$ cat config.mk
export PLATFORM = sky130hd
export DESIGN_NAME = tristate_remote_frame_sender
export DESIGN_NICKNAME = d
export VERILOG_FILES = /design/src/rtl/trfs_pkg.sv /design/src/rtl/tristate_remote_frame_sender.sv /design/src/rtl/trfs_frame_mem.sv /design/src/rtl/trfs_out_skid.sv
export VERILOG_INCLUDE_DIRS = /design/src /design/src/rtl
export SDC_FILE = /design/constraint.sdc
export NUM_CORES = 1
export LEC_CHECK = 0
export BUFFER_PORTS_ARGS = -buffer_cell sky130_fd_sc_hd__buf_4
export CORE_ASPECT_RATIO = 1.5
export CORE_MARGIN = 10
export CORE_UTILIZATION = 34
export DETAILED_ROUTE_END_ITERATION = 7
export GPL_TIMING_DRIVEN = 0
export PLACE_DENSITY_LB_ADDON = 0.05
export SLEW_MARGIN = 20
export SYNTH_ARGS = -nofsm -noshare
export SYNTH_HDL_FRONTEND = slang
export SYNTH_SLANG_ARGS = --single-unit
$ cat constraint.sdc
create_clock -name clk -period 2.84 [get_ports clk]
set_input_delay 0.284 -clock clk [delete_from_list [all_inputs] [get_ports clk]]
set_output_delay 0.284 -clock clk [all_outputs]
set_load 0.05 [all_outputs]
$ cat src/rtl/tristate_remote_frame_sender_macros.svh
// assertion macros for the tristate remote frame sender
// expects clk and arst_n in the including scope
`ifndef TRISTATE_REMOTE_FRAME_SENDER_MACROS_SVH
`define TRISTATE_REMOTE_FRAME_SENDER_MACROS_SVH

// same-cycle implication
`define TRFS_ASSERT_IMPL(label, ante, cons, msg) \
	label: assert property (@(posedge clk) disable iff (!arst_n) (ante) |-> (cons)) \
		else $error(msg);

// next-cycle implication
`define TRFS_ASSERT_NEXT(label, ante, cons, msg) \
	label: assert property (@(posedge clk) disable iff (!arst_n) (ante) |=> (cons)) \
		else $error(msg);

`endif

$ cat src/rtl/trfs_pkg.sv
// shared types, constants and the frame byte function of the frame sender
// no dependencies
package trfs_pkg;

	localparam int FRAME_BYTES_DEF = 16;
	localparam int IDX_W = 5;

	localparam logic [7:0] CODE_FLOAT = 8'h8e;
	localparam logic [7:0] CODE_ZERO  = 8'h88;
	localparam logic [7:0] CODE_ONE   = 8'hee;
	localparam logic [7:0] CODE_SYNC  = 8'h80;

	localparam logic [7:0] REPEAT_RESET = 8'd12;
	localparam logic [2:0] MAX_UNIT = 3'd4;

	localparam logic [IDX_W-1:0] UNIT_POS  = 5'd5;
	localparam logic [IDX_W-1:0] FUNC_POS  = 5'd10;
	localparam logic [IDX_W-1:0] FUNC2_POS = 5'd11;
	localparam logic [IDX_W-1:0] SYNC_POS  = 5'd12;

	localparam logic KIND_TICK = 1'b0;
	localparam logic KIND_CMD  = 1'b1;

	localparam logic REG_REPEAT = 1'b0;

	typedef struct packed {
		logic line_level;
		logic sending;
		logic command_accepted;
	} result_t;

	typedef struct packed {
		logic out_valid;
		logic skid_valid;
	} skid_stat_t;

	function automatic logic [7:0] frame_byte(input logic [IDX_W-1:0] idx,
			input logic [4:0] group, input logic [2:0] unit, input logic on);
		logic [7:0] b;
		b = 8'h00;
		if (idx < UNIT_POS) begin
			b = group[idx[2:0]] ? CODE_ZERO : CODE_FLOAT;
		end else if (idx < FUNC_POS) begin
			b = ((idx - UNIT_POS) == {2'b00, unit}) ? CODE_ZERO : CODE_FLOAT;
		end else if (idx == FUNC_POS) begin
			b = on ? CODE_ZERO : CODE_ONE;
		end else if (idx == FUNC2_POS) begin
			b = on ? CODE_ONE : CODE_ZERO;
		end else if (idx == SYNC_POS) begin
			b = CODE_SYNC;
		end
		return b;
	endfunction

endpackage

$ cat src/rtl/tristate_remote_frame_sender.sv
// tristate remote frame sender, top level
// depends on trfs_pkg, trfs_frame_mem, trfs_out_skid and the assertion macros
//
// input channel (in_valid/in_stall): each request is a tick (kind 0) or a
// command (kind 1) with group_bits, unit_index and function_on. a command
// with unit_index 0..4 builds a new frame and restarts sending for
// repeat_count repeats; other unit values are rejected and change nothing.
// each tick while repeats remain drives the next frame bit, msb first.
// output channel (out_valid/out_stall): exactly one result per request,
// carrying line_level, sending and command_accepted.
// a result is registered in the output register, or in the skid entry
// while the output register is held. throughput: one request per cycle
// while in_stall is low; the frame byte is read, registered, from the frame
// memory before the tick that needs it. after a command the frame memory is
// refilled in the background, one byte a cycle, always ahead of the byte sent.
// stall: the output register and one skid entry hold results; in_stall rises
// only while both are full.
// reset: positions and repeats clear, the line goes low, repeat_count is 12.
// config: apb register 0 at address 0 holds repeat_count; pready is always high.
`include "tristate_remote_frame_sender_macros.svh"

module tristate_remote_frame_sender #(
	parameter int FRAME_BYTES = trfs_pkg::FRAME_BYTES_DEF
) (
	input  logic        clk,
	input  logic        arst_n,

	input  logic        in_valid,
	output logic        in_stall,
	input  logic        kind,
	input  logic [4:0]  group_bits,
	input  logic [2:0]  unit_index,
	input  logic        function_on,

	output logic        out_valid,
	input  logic        out_stall,
	output logic        line_level,
	output logic        sending,
	output logic        command_accepted,

	input  logic        psel,
	input  logic        penable,
	input  logic        pwrite,
	input  logic [2:0]  paddr,
	input  logic [31:0] pwdata,
	output logic [31:0] prdata,
	output logic        pready
);

	localparam int AW = $clog2(FRAME_BYTES);
	localparam logic [AW-1:0] LAST = AW'(FRAME_BYTES - 1);

	logic [7:0]    repeat_count_q;
	logic [2:0]    bit_pos_q, bit_pos_d;
	logic [AW-1:0] byte_pos_q, byte_pos_d;
	logic [7:0]    repeats_q, repeats_d;
	logic          line_q, line_d;

	logic          sweep_active_q;
	logic [AW-1:0] sweep_addr_q;
	logic [4:0]    desc_group_q;
	logic [2:0]    desc_unit_q;
	logic          desc_on_q;

	logic          in_acc;
	logic          cmd_ok;
	logic          start;
	logic          do_tick;
	logic          mem_we;
	logic [AW-1:0] mem_waddr;
	logic [7:0]    mem_wdata;
	logic [7:0]    rd_byte;

	trfs_pkg::result_t    res;
	trfs_pkg::result_t    out_res;
	trfs_pkg::skid_stat_t skid_stat;

	// apb register
	assign pready = 1'b1;

	always_ff @(posedge clk or negedge arst_n) begin
		if (!arst_n) begin
			repeat_count_q <= trfs_pkg::REPEAT_RESET;
		end else if (psel && penable && pwrite && pready
				&& (paddr[2] == trfs_pkg::REG_REPEAT)) begin
			repeat_count_q <= pwdata[7:0];
		end
	end

	always_comb begin
		prdata = '0;
		if (paddr[2] == trfs_pkg::REG_REPEAT) begin
			prdata = {24'h000000, repeat_count_q};
		end
	end

	// request decode
	assign in_acc  = in_valid && !in_stall;
	assign cmd_ok  = (kind == trfs_pkg::KIND_CMD) && (unit_index <= trfs_pkg::MAX_UNIT);
	assign start   = in_acc && cmd_ok;
	assign do_tick = in_acc && (kind == trfs_pkg::KIND_TICK) && (repeats_q != 8'd0);

	// position and repeat update
	always_comb begin
		bit_pos_d  = bit_pos_q;
		byte_pos_d = byte_pos_q;
		repeats_d  = repeats_q;
		line_d     = line_q;
		if (start) begin
			bit_pos_d  = '0;
			byte_pos_d = '0;
			repeats_d  = repeat_count_q;
		end else if (do_tick) begin
			line_d    = rd_byte[3'd7 - bit_pos_q];
			bit_pos_d = bit_pos_q + 3'd1;
			if (bit_pos_q == 3'd7) begin
				if (byte_pos_q == LAST) begin
					byte_pos_d = '0;
					repeats_d  = repeats_q - 8'd1;
				end else begin
					byte_pos_d = byte_pos_q + AW'(1);
				end
			end
		end
	end

	always_ff @(posedge clk or negedge arst_n) begin
		if (!arst_n) begin
			bit_pos_q  <= '0;
			byte_pos_q <= '0;
			repeats_q  <= '0;
			line_q     <= 1'b0;
		end else begin
			bit_pos_q  <= bit_pos_d;
			byte_pos_q <= byte_pos_d;
			repeats_q  <= repeats_d;
			line_q     <= line_d;
		end
	end

	// frame fill: byte 0 with the command, the rest one per cycle after it
	always_ff @(posedge clk or negedge arst_n) begin
		if (!arst_n) begin
			sweep_active_q <= 1'b0;
			sweep_addr_q   <= '0;
		end else if (start) begin
			sweep_active_q <= 1'b1;
			sweep_addr_q   <= AW'(1);
		end else if (sweep_active_q) begin
			if (sweep_addr_q == LAST) begin
				sweep_active_q <= 1'b0;
			end else begin
				sweep_addr_q <= sweep_addr_q + AW'(1);
			end
		end
	end

	always_ff @(posedge clk) begin
		if (start) begin
			desc_group_q <= group_bits;
			desc_unit_q  <= unit_index;
			desc_on_q    <= function_on;
		end
	end

	assign mem_we    = start || sweep_active_q;
	assign mem_waddr = start ? '0 : sweep_addr_q;
	assign mem_wdata = start
		? trfs_pkg::frame_byte('0, group_bits, unit_index, function_on)
		: trfs_pkg::frame_byte(trfs_pkg::IDX_W'(sweep_addr_q), desc_group_q,
			desc_unit_q, desc_on_q);

	trfs_frame_mem #(
		.FRAME_BYTES(FRAME_BYTES)
	) u_frame_mem (
		.clk   (clk),
		.we    (mem_we),
		.waddr (mem_waddr),
		.wdata (mem_wdata),
		.raddr (byte_pos_d),
		.rdata (rd_byte)
	);

	// results
	assign res.line_level       = line_d;
	assign res.sending          = (repeats_d != 8'd0);
	assign res.command_accepted = start;

	trfs_out_skid u_out_skid (
		.clk       (clk),
		.arst_n    (arst_n),
		.push      (in_acc),
		.push_data (res),
		.out_stall (out_stall),
		.out_data  (out_res),
		.stat      (skid_stat)
	);

	assign in_stall         = skid_stat.skid_valid;
	assign out_valid        = skid_stat.out_valid;
	assign line_level       = out_res.line_level;
	assign sending          = out_res.sending;
	assign command_accepted = out_res.command_accepted;

	`TRFS_ASSERT_IMPL(a_skid_behind_out, skid_stat.skid_valid, skid_stat.out_valid,
		"skid entry held without an output entry")
	`TRFS_ASSERT_IMPL(a_fill_ahead, sweep_active_q, byte_pos_q < sweep_addr_q,
		"frame byte sent before it was filled")
	`TRFS_ASSERT_NEXT(a_cmd_restart, start,
		(bit_pos_q == 3'd0) && (byte_pos_q == '0) && (repeats_q == $past(repeat_count_q)),
		"accepted command did not restart the frame")

endmodule

$ cat src/rtl/trfs_frame_mem.sv
// frame byte store: one write port, one registered read port
// write-to-read forwarding when both hit the same entry; uses no package
module trfs_frame_mem #(
	parameter int FRAME_BYTES = 16
) (
	input  logic                           clk,
	input  logic                           we,
	input  logic [$clog2(FRAME_BYTES)-1:0] waddr,
	input  logic [7:0]                     wdata,
	input  logic [$clog2(FRAME_BYTES)-1:0] raddr,
	output logic [7:0]                     rdata
);

	logic [7:0] mem [FRAME_BYTES];
	logic [7:0] rdata_q;

	always_ff @(posedge clk) begin
		if (we) begin
			mem[waddr] <= wdata;
		end
	end

	always_ff @(posedge clk) begin
		if (we && (waddr == raddr)) begin
			rdata_q <= wdata;
		end else begin
			rdata_q <= mem[raddr];
		end
	end

	assign rdata = rdata_q;

endmodule

$ cat src/rtl/trfs_out_skid.sv
// result output register with one skid entry
// depends on trfs_pkg for the result and status types
module trfs_out_skid (
	input  logic                 clk,
	input  logic                 arst_n,
	input  logic                 push,
	input  trfs_pkg::result_t    push_data,
	input  logic                 out_stall,
	output trfs_pkg::result_t    out_data,
	output trfs_pkg::skid_stat_t stat
);

	trfs_pkg::result_t out_q;
	trfs_pkg::result_t skid_q;
	logic              out_valid_q;
	logic              skid_valid_q;
	logic              pop;

	assign pop = out_valid_q && !out_stall;

	always_ff @(posedge clk or negedge arst_n) begin
		if (!arst_n) begin
			out_valid_q  <= 1'b0;
			skid_valid_q <= 1'b0;
		end else begin
			if (pop) begin
				if (skid_valid_q) begin
					skid_valid_q <= 1'b0;
				end else if (!push) begin
					out_valid_q <= 1'b0;
				end
			end else if (push) begin
				if (!out_valid_q) begin
					out_valid_q <= 1'b1;
				end else begin
					skid_valid_q <= 1'b1;
				end
			end
		end
	end

	always_ff @(posedge clk) begin
		if (pop) begin
			if (skid_valid_q) begin
				out_q <= skid_q;
			end else if (push) begin
				out_q <= push_data;
			end
		end else if (push) begin
			if (!out_valid_q) begin
				out_q <= push_data;
			end else begin
				skid_q <= push_data;
			end
		end
	end

	assign out_data = out_q;
	assign stat.out_valid = out_valid_q;
	assign stat.skid_valid = skid_valid_q;

endmodule

; After elaboration in Yosys (flattened, before gate mapping)
; Memory sizes are Yosys's and may differ from the RTL's. A register that Yosys moved wholly into a read port is not among the register bits.
; Cells that the tools add are included.
; W data, S select, Z words.
[classes]
bitwise_logic = 3
eq_ne = 11
order_cmp = 5
add_sub_neg = 6
reduce_logical = 24
n_mux = 49
[ops]
columns = cell, n
row1 = $mux W8, 11
row2 = $mux W4, 8
row3 = $mux W3, 10
row4 = $eq A4 B4 Y1 const B, 5
row5 = $mux W1, 16
row6 = $reduce_bool A8 Y1, 2
row7 = $mux W7, 2
row8 = $reduce_bool A2 Y1, 5
row9 = $logic_and A1 B1 Y1, 9
row10 = $reduce_and A3 Y1, 3
row11 = $add A4 B1 Y4 const B, 2
row12 = $lt A3 B4 Y1 const B, 2
row13 = $ne A2 B2 Y1 const B, 4
row14 = $sub A8 B1 Y8 const B, 1
row15 = $bmux W1 S3, 2
row16 = $eq A5 B3 Y1, 1
row17 = $sub A4 B3 Y5 const B, 1
row18 = $lt A4 B3 Y1 const B, 1
row19 = $lt A4 B4 Y1 const B, 1
row20 = $reduce_and A2 Y1, 2
row21 = $add A3 B1 Y3 const B, 1
row22 = $eq A3 B3 Y1 const B, 1
row23 = $le A3 B3 Y1 const B, 1
row24 = $not A1 Y1, 3
row25 = 3 further kinds, 4
[totals]
regBits = 46
ram_bits = 128
n_memories = 1
input_bits = 52
wordCells = 117
[memory_table]
columns = name, depth, width, read_ports, rd_clocked_by_memory_dff, wr, line
row1 = u_frame_mem.mem, 16, 8, 1, 1, 1, trfs_frame_mem.sv:14  ; logic [7:0] mem [FRAME_BYTES];

; Logic depth before layout (Yosys ltp)
[depth]
word_depth = 10
depth_mapped = 8
mapped_depth_nobuf = 8

; By module
; A second synthesis with hierarchy kept.
[unflattened]
hier_cells = 486
area_unflattened_um2 = 7764.9
[modules_own_cells]
columns = module, instances, seq_area_each_um2, area_each_um2, cells_per_inst
row1 = trfs_frame_mem, 1, 3923.8, 5067.4, 225
row2 = tristate_remote_frame_sender, 1, 998.5, 2364.8, 239
row3 = trfs_out_skid, 1, 230.2, 332.8, 22

; Least setup slack after synthesis
; No wires, ideal clock.
[synth_timing]
path_kind = reg-to-reg
startpoint = register u_out_skid.skid_valid_q
endpoint = memory u_frame_mem.mem[0][2], data pin
path_slack_ps = 300
period_less_slack_ps = 2540
arrival_ps = 2334
setup_time_ps = 205
t_required_ps = 2635
path_stages_with_launch = 7
path_buffers = 0
cell_sequence = dfrtp_1 -> nor2b_1 -> nand3_1 -> inv_2 -> nor3_1 -> nor2_1 -> nand2_1
[synth_via]
elab_chain_len = 4
[synth_lines]
columns = element, line
row1 = "start, declared", trfs_out_skid.sv:16  ; logic skid_valid_q;
row2 = "start signal, assigned", trfs_out_skid.sv:24  ; skid_valid_q <= 1'b0;
row3 = "start signal, assigned", trfs_out_skid.sv:28  ; skid_valid_q <= 1'b0;
row4 = "start signal, assigned", trfs_out_skid.sv:36  ; skid_valid_q <= 1'b1;
row5 = $logic_not A1 Y1, tristate_remote_frame_sender.sv:98  ; assign in_acc = in_valid && !in_stall;
row6 = $logic_and A1 B1 Y1, tristate_remote_frame_sender.sv:98
row7 = $logic_and A1 B1 Y1, tristate_remote_frame_sender.sv:100  ; assign start = in_acc && cmd_ok;
row8 = $mux W8, tristate_remote_frame_sender.sv:169  ; ? trfs_pkg::frame_byte('0, group_bits, unit_index, function_on)
row9 = "end, declared", trfs_frame_mem.sv:14
; Every way passes these cells.

; Worst setup path in the final report
[layout_timing]
startpoint = register bit_pos_q[0]
endpoint = register u_out_skid.out_q (netlist bit u_out_skid.out_data[1]), data pin
[layout_via]
elab_chain_len = 8
elab_cells_between_ends = 10
classes_between = 1 x eq/ne / 8 x mux / 1 x reduce/logical
[layout_lines]
columns = element, line
row1 = "start, declared", tristate_remote_frame_sender.sv:54  ; logic [2:0] bit_pos_q, bit_pos_d;
row2 = "start signal, assigned", tristate_remote_frame_sender.sv:134  ; bit_pos_q <= bit_pos_d;
row3 = $eq A3 B3 Y1 (*), tristate_remote_frame_sender.sv:116  ; if (bit_pos_q == 3'd7) begin
row4 = $mux W8 (*), tristate_remote_frame_sender.sv:116
row5 = $mux W8 (*), tristate_remote_frame_sender.sv:113  ; end else if (do_tick) begin
row6 = $mux W8 (*), tristate_remote_frame_sender.sv:109  ; if (start) begin
row7 = net repeats_d[4], tristate_remote_frame_sender.sv:56  ; logic [7:0] repeats_q, repeats_d;
row8 = $reduce_bool A8 Y1 (*), tristate_remote_frame_sender.sv:186  ; assign res.sending = (repeats_d != 8'd0);
row9 = "$mux W3, on equally long branches", "trfs_out_skid.sv:50, trfs_out_skid.sv:46"
row10 = "$mux W3, on equally long branches", "trfs_out_skid.sv:49, trfs_out_skid.sv:44"
row11 = $mux W3 (*), trfs_out_skid.sv:43  ; if (pop) begin
row12 = "end signal, assigned", trfs_out_skid.sv:45  ; out_q <= skid_q;
row13 = "end signal, assigned", trfs_out_skid.sv:47  ; out_q <= push_data;
row14 = "end signal, assigned", trfs_out_skid.sv:51  ; out_q <= push_data;
row15 = "end, declared", trfs_out_skid.sv:13  ; trfs_pkg::result_t out_q;
; The timed path passes the listed nets; every way through them passes the cells marked *. The select of a mux whose other input is x is not followed.
; A chain may end at the register's enable or synchronous reset.

==> results by group <==
Die
  – Die Height: 172 µm
  – Width of the chip: 121 µm
  – Placeable Area: 15100 µm²
  – Die ar.: 20900 µm²
  – Num ports: 90
  – Num rows: 55
  – Starting Density: 34.7%

Timing
  – Worst Skew: 0.00979 ns
  – Worst relative slew slack: 46.8%
  – Pins Over Slew Limit: 0
  – RSZ-0062 raised after global routing: no
  – Tmin final: 2.71 ns
  – Slew @ Worst Pin: 0.792 ns
  – Final hold violations: 0
  – Max Clk Rate: 0.369 GHz
  – Period utilisation layout: 95.5%
  – Total Neg Setup Slack: 0 ns
  – Final setup viols: 0

Run
  – Max-cap violations: 0

Cells and area
  – Cell Count, Final, Fillers Out: 700
  – Share of cells above drive strength 1: 28.1%
  – Multi-input logic area: 1840 µm²
  – Filler cells: 1464
  – FF/Latch Area: 3230 µm²
  – # nets final: 548
  – Commonest non-fill, non-tap cells in the layout: edfxtp_1, buf_4, nor2_1
  – Antenna Cells: 0
  – Commonest non-fill, non-tap cell in the layout: edfxtp_1
  – Area growth syn-to-layout: 24.9%
  – Final Core Density: 43.3%

Synth
  – Synth area leaders: edfxtp_1, dfrtp_1, mux4_2
  – Top FF cell, synth: edfxtp_1
  – Post-synthesis cell area: 5250 µm²
  – Register area share after synthesis: 61.6%
  – Yosys warns: 0
  – Leading area contributor after synthesis: edfxtp_1
  – Syn Area/Cell: 13.0 µm²
  – Yosys cell types: 56
  – Post-synth ARST share: 27.2%
  – Yosys top cell area share: 45.2%
  – Synthesis-stage register bit count: 114
  – EDFF count, synth: 79
  – Mapped Cells: 404

Power and ir drop
  – Net Sw Power: 0.00214 W
  – PD cells: 979 nW/µm²
  – Peak VDD IR: 401 µV
  – Int Power: 0.00427 W
  – Static Leakage: 2.50 nW
  – Combinational share of power: 26.8%
  – Clk network pwr share: 35.0%
  – Switching Fraction: 33.4%
  – Fraction of power consumed by sequential logic: 38.3%

Routing
  – # DRC: 0
  – Vias per inst: 4.83
  – Met1 Wirelength: 4750 µm
  – Vias: 3380
  – Starting DRT DRC Count: 160
  – DR WL met2: 7120 µm
  – WL/cell: 18.1 µm
  – ANT nets after route: 0
  – Number of detailed-route iterations in the first pass: 5
  – Met3 wire len: 442 µm
  – Post-Route WL: 12700 µm
  – Top layer in use: met4

Clocking
  – TritonCTS Buffers: 17
  – Root Buffer: clkbuf_16
  – CTS H-tree depth: 4
  – Worst-Skew Late Latency: 0.41 ns
  – CTS sink cnt: 114
  – CTS tree: done
  – Clk buf depth: 2
  – Worst-path clk slew: 0.06 ns

Worst setup path
  – CP max stage delay: 0.44 ns
  – Setup CP Type: reg -> reg
  – Data required time of the worst path: 2.98 ns
  – Critical Path AT: 2.85 ns
  – Worst-path cell chain: ha_1, ha_1, and4_1, nand3_1, o311ai_0, nand3_1, nor4_2, a31oi_1
  – Kind of end point of the critical path: flop
  – Crit path launch type: flop
  – Peak fanout along the critical path: 7
  – Worst path slowest cell: dfrtp_1

GRT
  – First-pass GRT wire length: 20100 µm
  – Initial antenna violation count: 0
  – Overall routing resource usage: 12.7%
  – Largest net degree at the start of global routing: 32
  – Grt total ovfl: 0
  – Vias in the first global route: 3674

Place
  – Routability Congestion: 0.823
  – Cell count after placement: 665
  – Post-DP HPWL: 9360 µm
  – # port buffers: 38

Worst hold path
  – HP Class: in -> reg

Run status
  – Status: complete, no violations
[path summary, 6_finish.rpt]
kind	start	slack, ns	cells past startpoint	endpoint
worst max-delay path	bit_pos_q[0]	0.13	8	u_out_skid.out_data[1]
worst min-delay path	group_bits[3]	0.04	1	desc_group_q[3]
worst max register to register	bit_pos_q[0]	0.13	8	u_out_skid.out_data[1]
worst min register to register	line_q	0.51	2	line_q
max in group asynchronous	arst_n	2.16	2	repeat_count_q[3]
min in group asynchronous	arst_n	0.34	2	u_out_skid.out_valid_q
[cell usage after synthesis, types with 5 or more instances]
library cell,number
edfxtp_1,79
nor2_1,37
dfrtp_1,29
nand2_1,29
buf_4,25
nand3_1,21
nor2b_1,14
mux4_2,13
a21oi_1,12
mux2_2,11
mux2i_1,11
o21ai_0,11
ha_1,8
inv_1,8
clkbuf_1,7
xnor2_1,7
nor3_1,6
a22oi_1,5
a31oi_1,5
buf_1,5
[logic make-up after synthesis]
group           Yosys count  share of synthesized area (%)
compound gates           55                           6.94
xor+xnor                 10                           1.67
fa+ha+maj                 8                           1.91
buf+inv                  48                           5.27
flops                   114                           61.6
mux                      35                           10.0
other cells               2                          0.143
simple gates            132                           12.4
[state kept, by name, summed over array words and instances, names as in the netlist, 3 cells and up, named ones only]
register	cells
bit_pos_q	3
byte_pos_q	4
desc_group_q	5
desc_unit_q	3
repeat_count_q	8
repeats_q	8
sweep_addr_q	4
u_frame_mem.mem	64
u_out_skid.out_data	3
u_out_skid.skid_q	3
[layer usage]
layer	up-vias	track usage, %
met5	-	0
met4	0	6.19
met3	20	3.10
met2	92	23.7
met1	1647	12.6
li1	1621	-
[worst max-delay path, delay by kind of cell (launching register included)]
family,cells,cell delay (ns)
compound gates,2,0.52
fa+ha+maj,2,0.42
flops,1,0.44
simple gates,4,1.05
[power groups by stage]
stage / registers, W / clock network, W / logic [W]
5_1_grt: 0.00250 / 0.00237 / 0.00191
3_3_place_gp: 0.00248 / 0 / 0.00166
3_5_place_dp: 0.00250 / 0 / 0.00167
2_1_floorplan: 0.00252 / 0 / 0.00111
4_1_cts: 0.00246 / 0.00228 / 0.00170
6_report: 0.00246 / 0.00224 / 0.00172
[cell type report]
class	count	share of cell area [%]
clock inverter	15	3.02
buffer	38	3.74
sequential	114	49.3
tap	199	3.80
clock buffer	17	6.49
timing repair buffer	43	4.97
inverter	9	0.516
multi-input combinational	265	28.2
[metrics by stage]
step | hold slack (ns) | worst slack (ns) | area [µm²] | total power [W]
floorplan | -0.0116 | 0.300 | 5330 | 0.00363
global placement | 0.254 | -0.676 | 5870 | 0.00414
detailed placement | 0.253 | -0.566 | 5880 | 0.00417
CTS | 0.0310 | -0.161 | 6520 | 0.00644
global route | 0.0260 | 0.000858 | 6550 | 0.00678
finish | 0.0445 | 0.128 | 6550 | 0.00642
[timing repair]
| action | CTS | global route |
|---|---|---|
| hold buffers | 1 | 0 |
| buffers inserted | 1 | 2 |
| endpoints found under the setup margin | 59 | 34 |
| gates resized for setup | 4 | 4 |
| hold endpoints to repair | 29 | 0 |
| pin swaps | 1 | 1 |
Note: power is estimated with default switching activity, not from simulation.
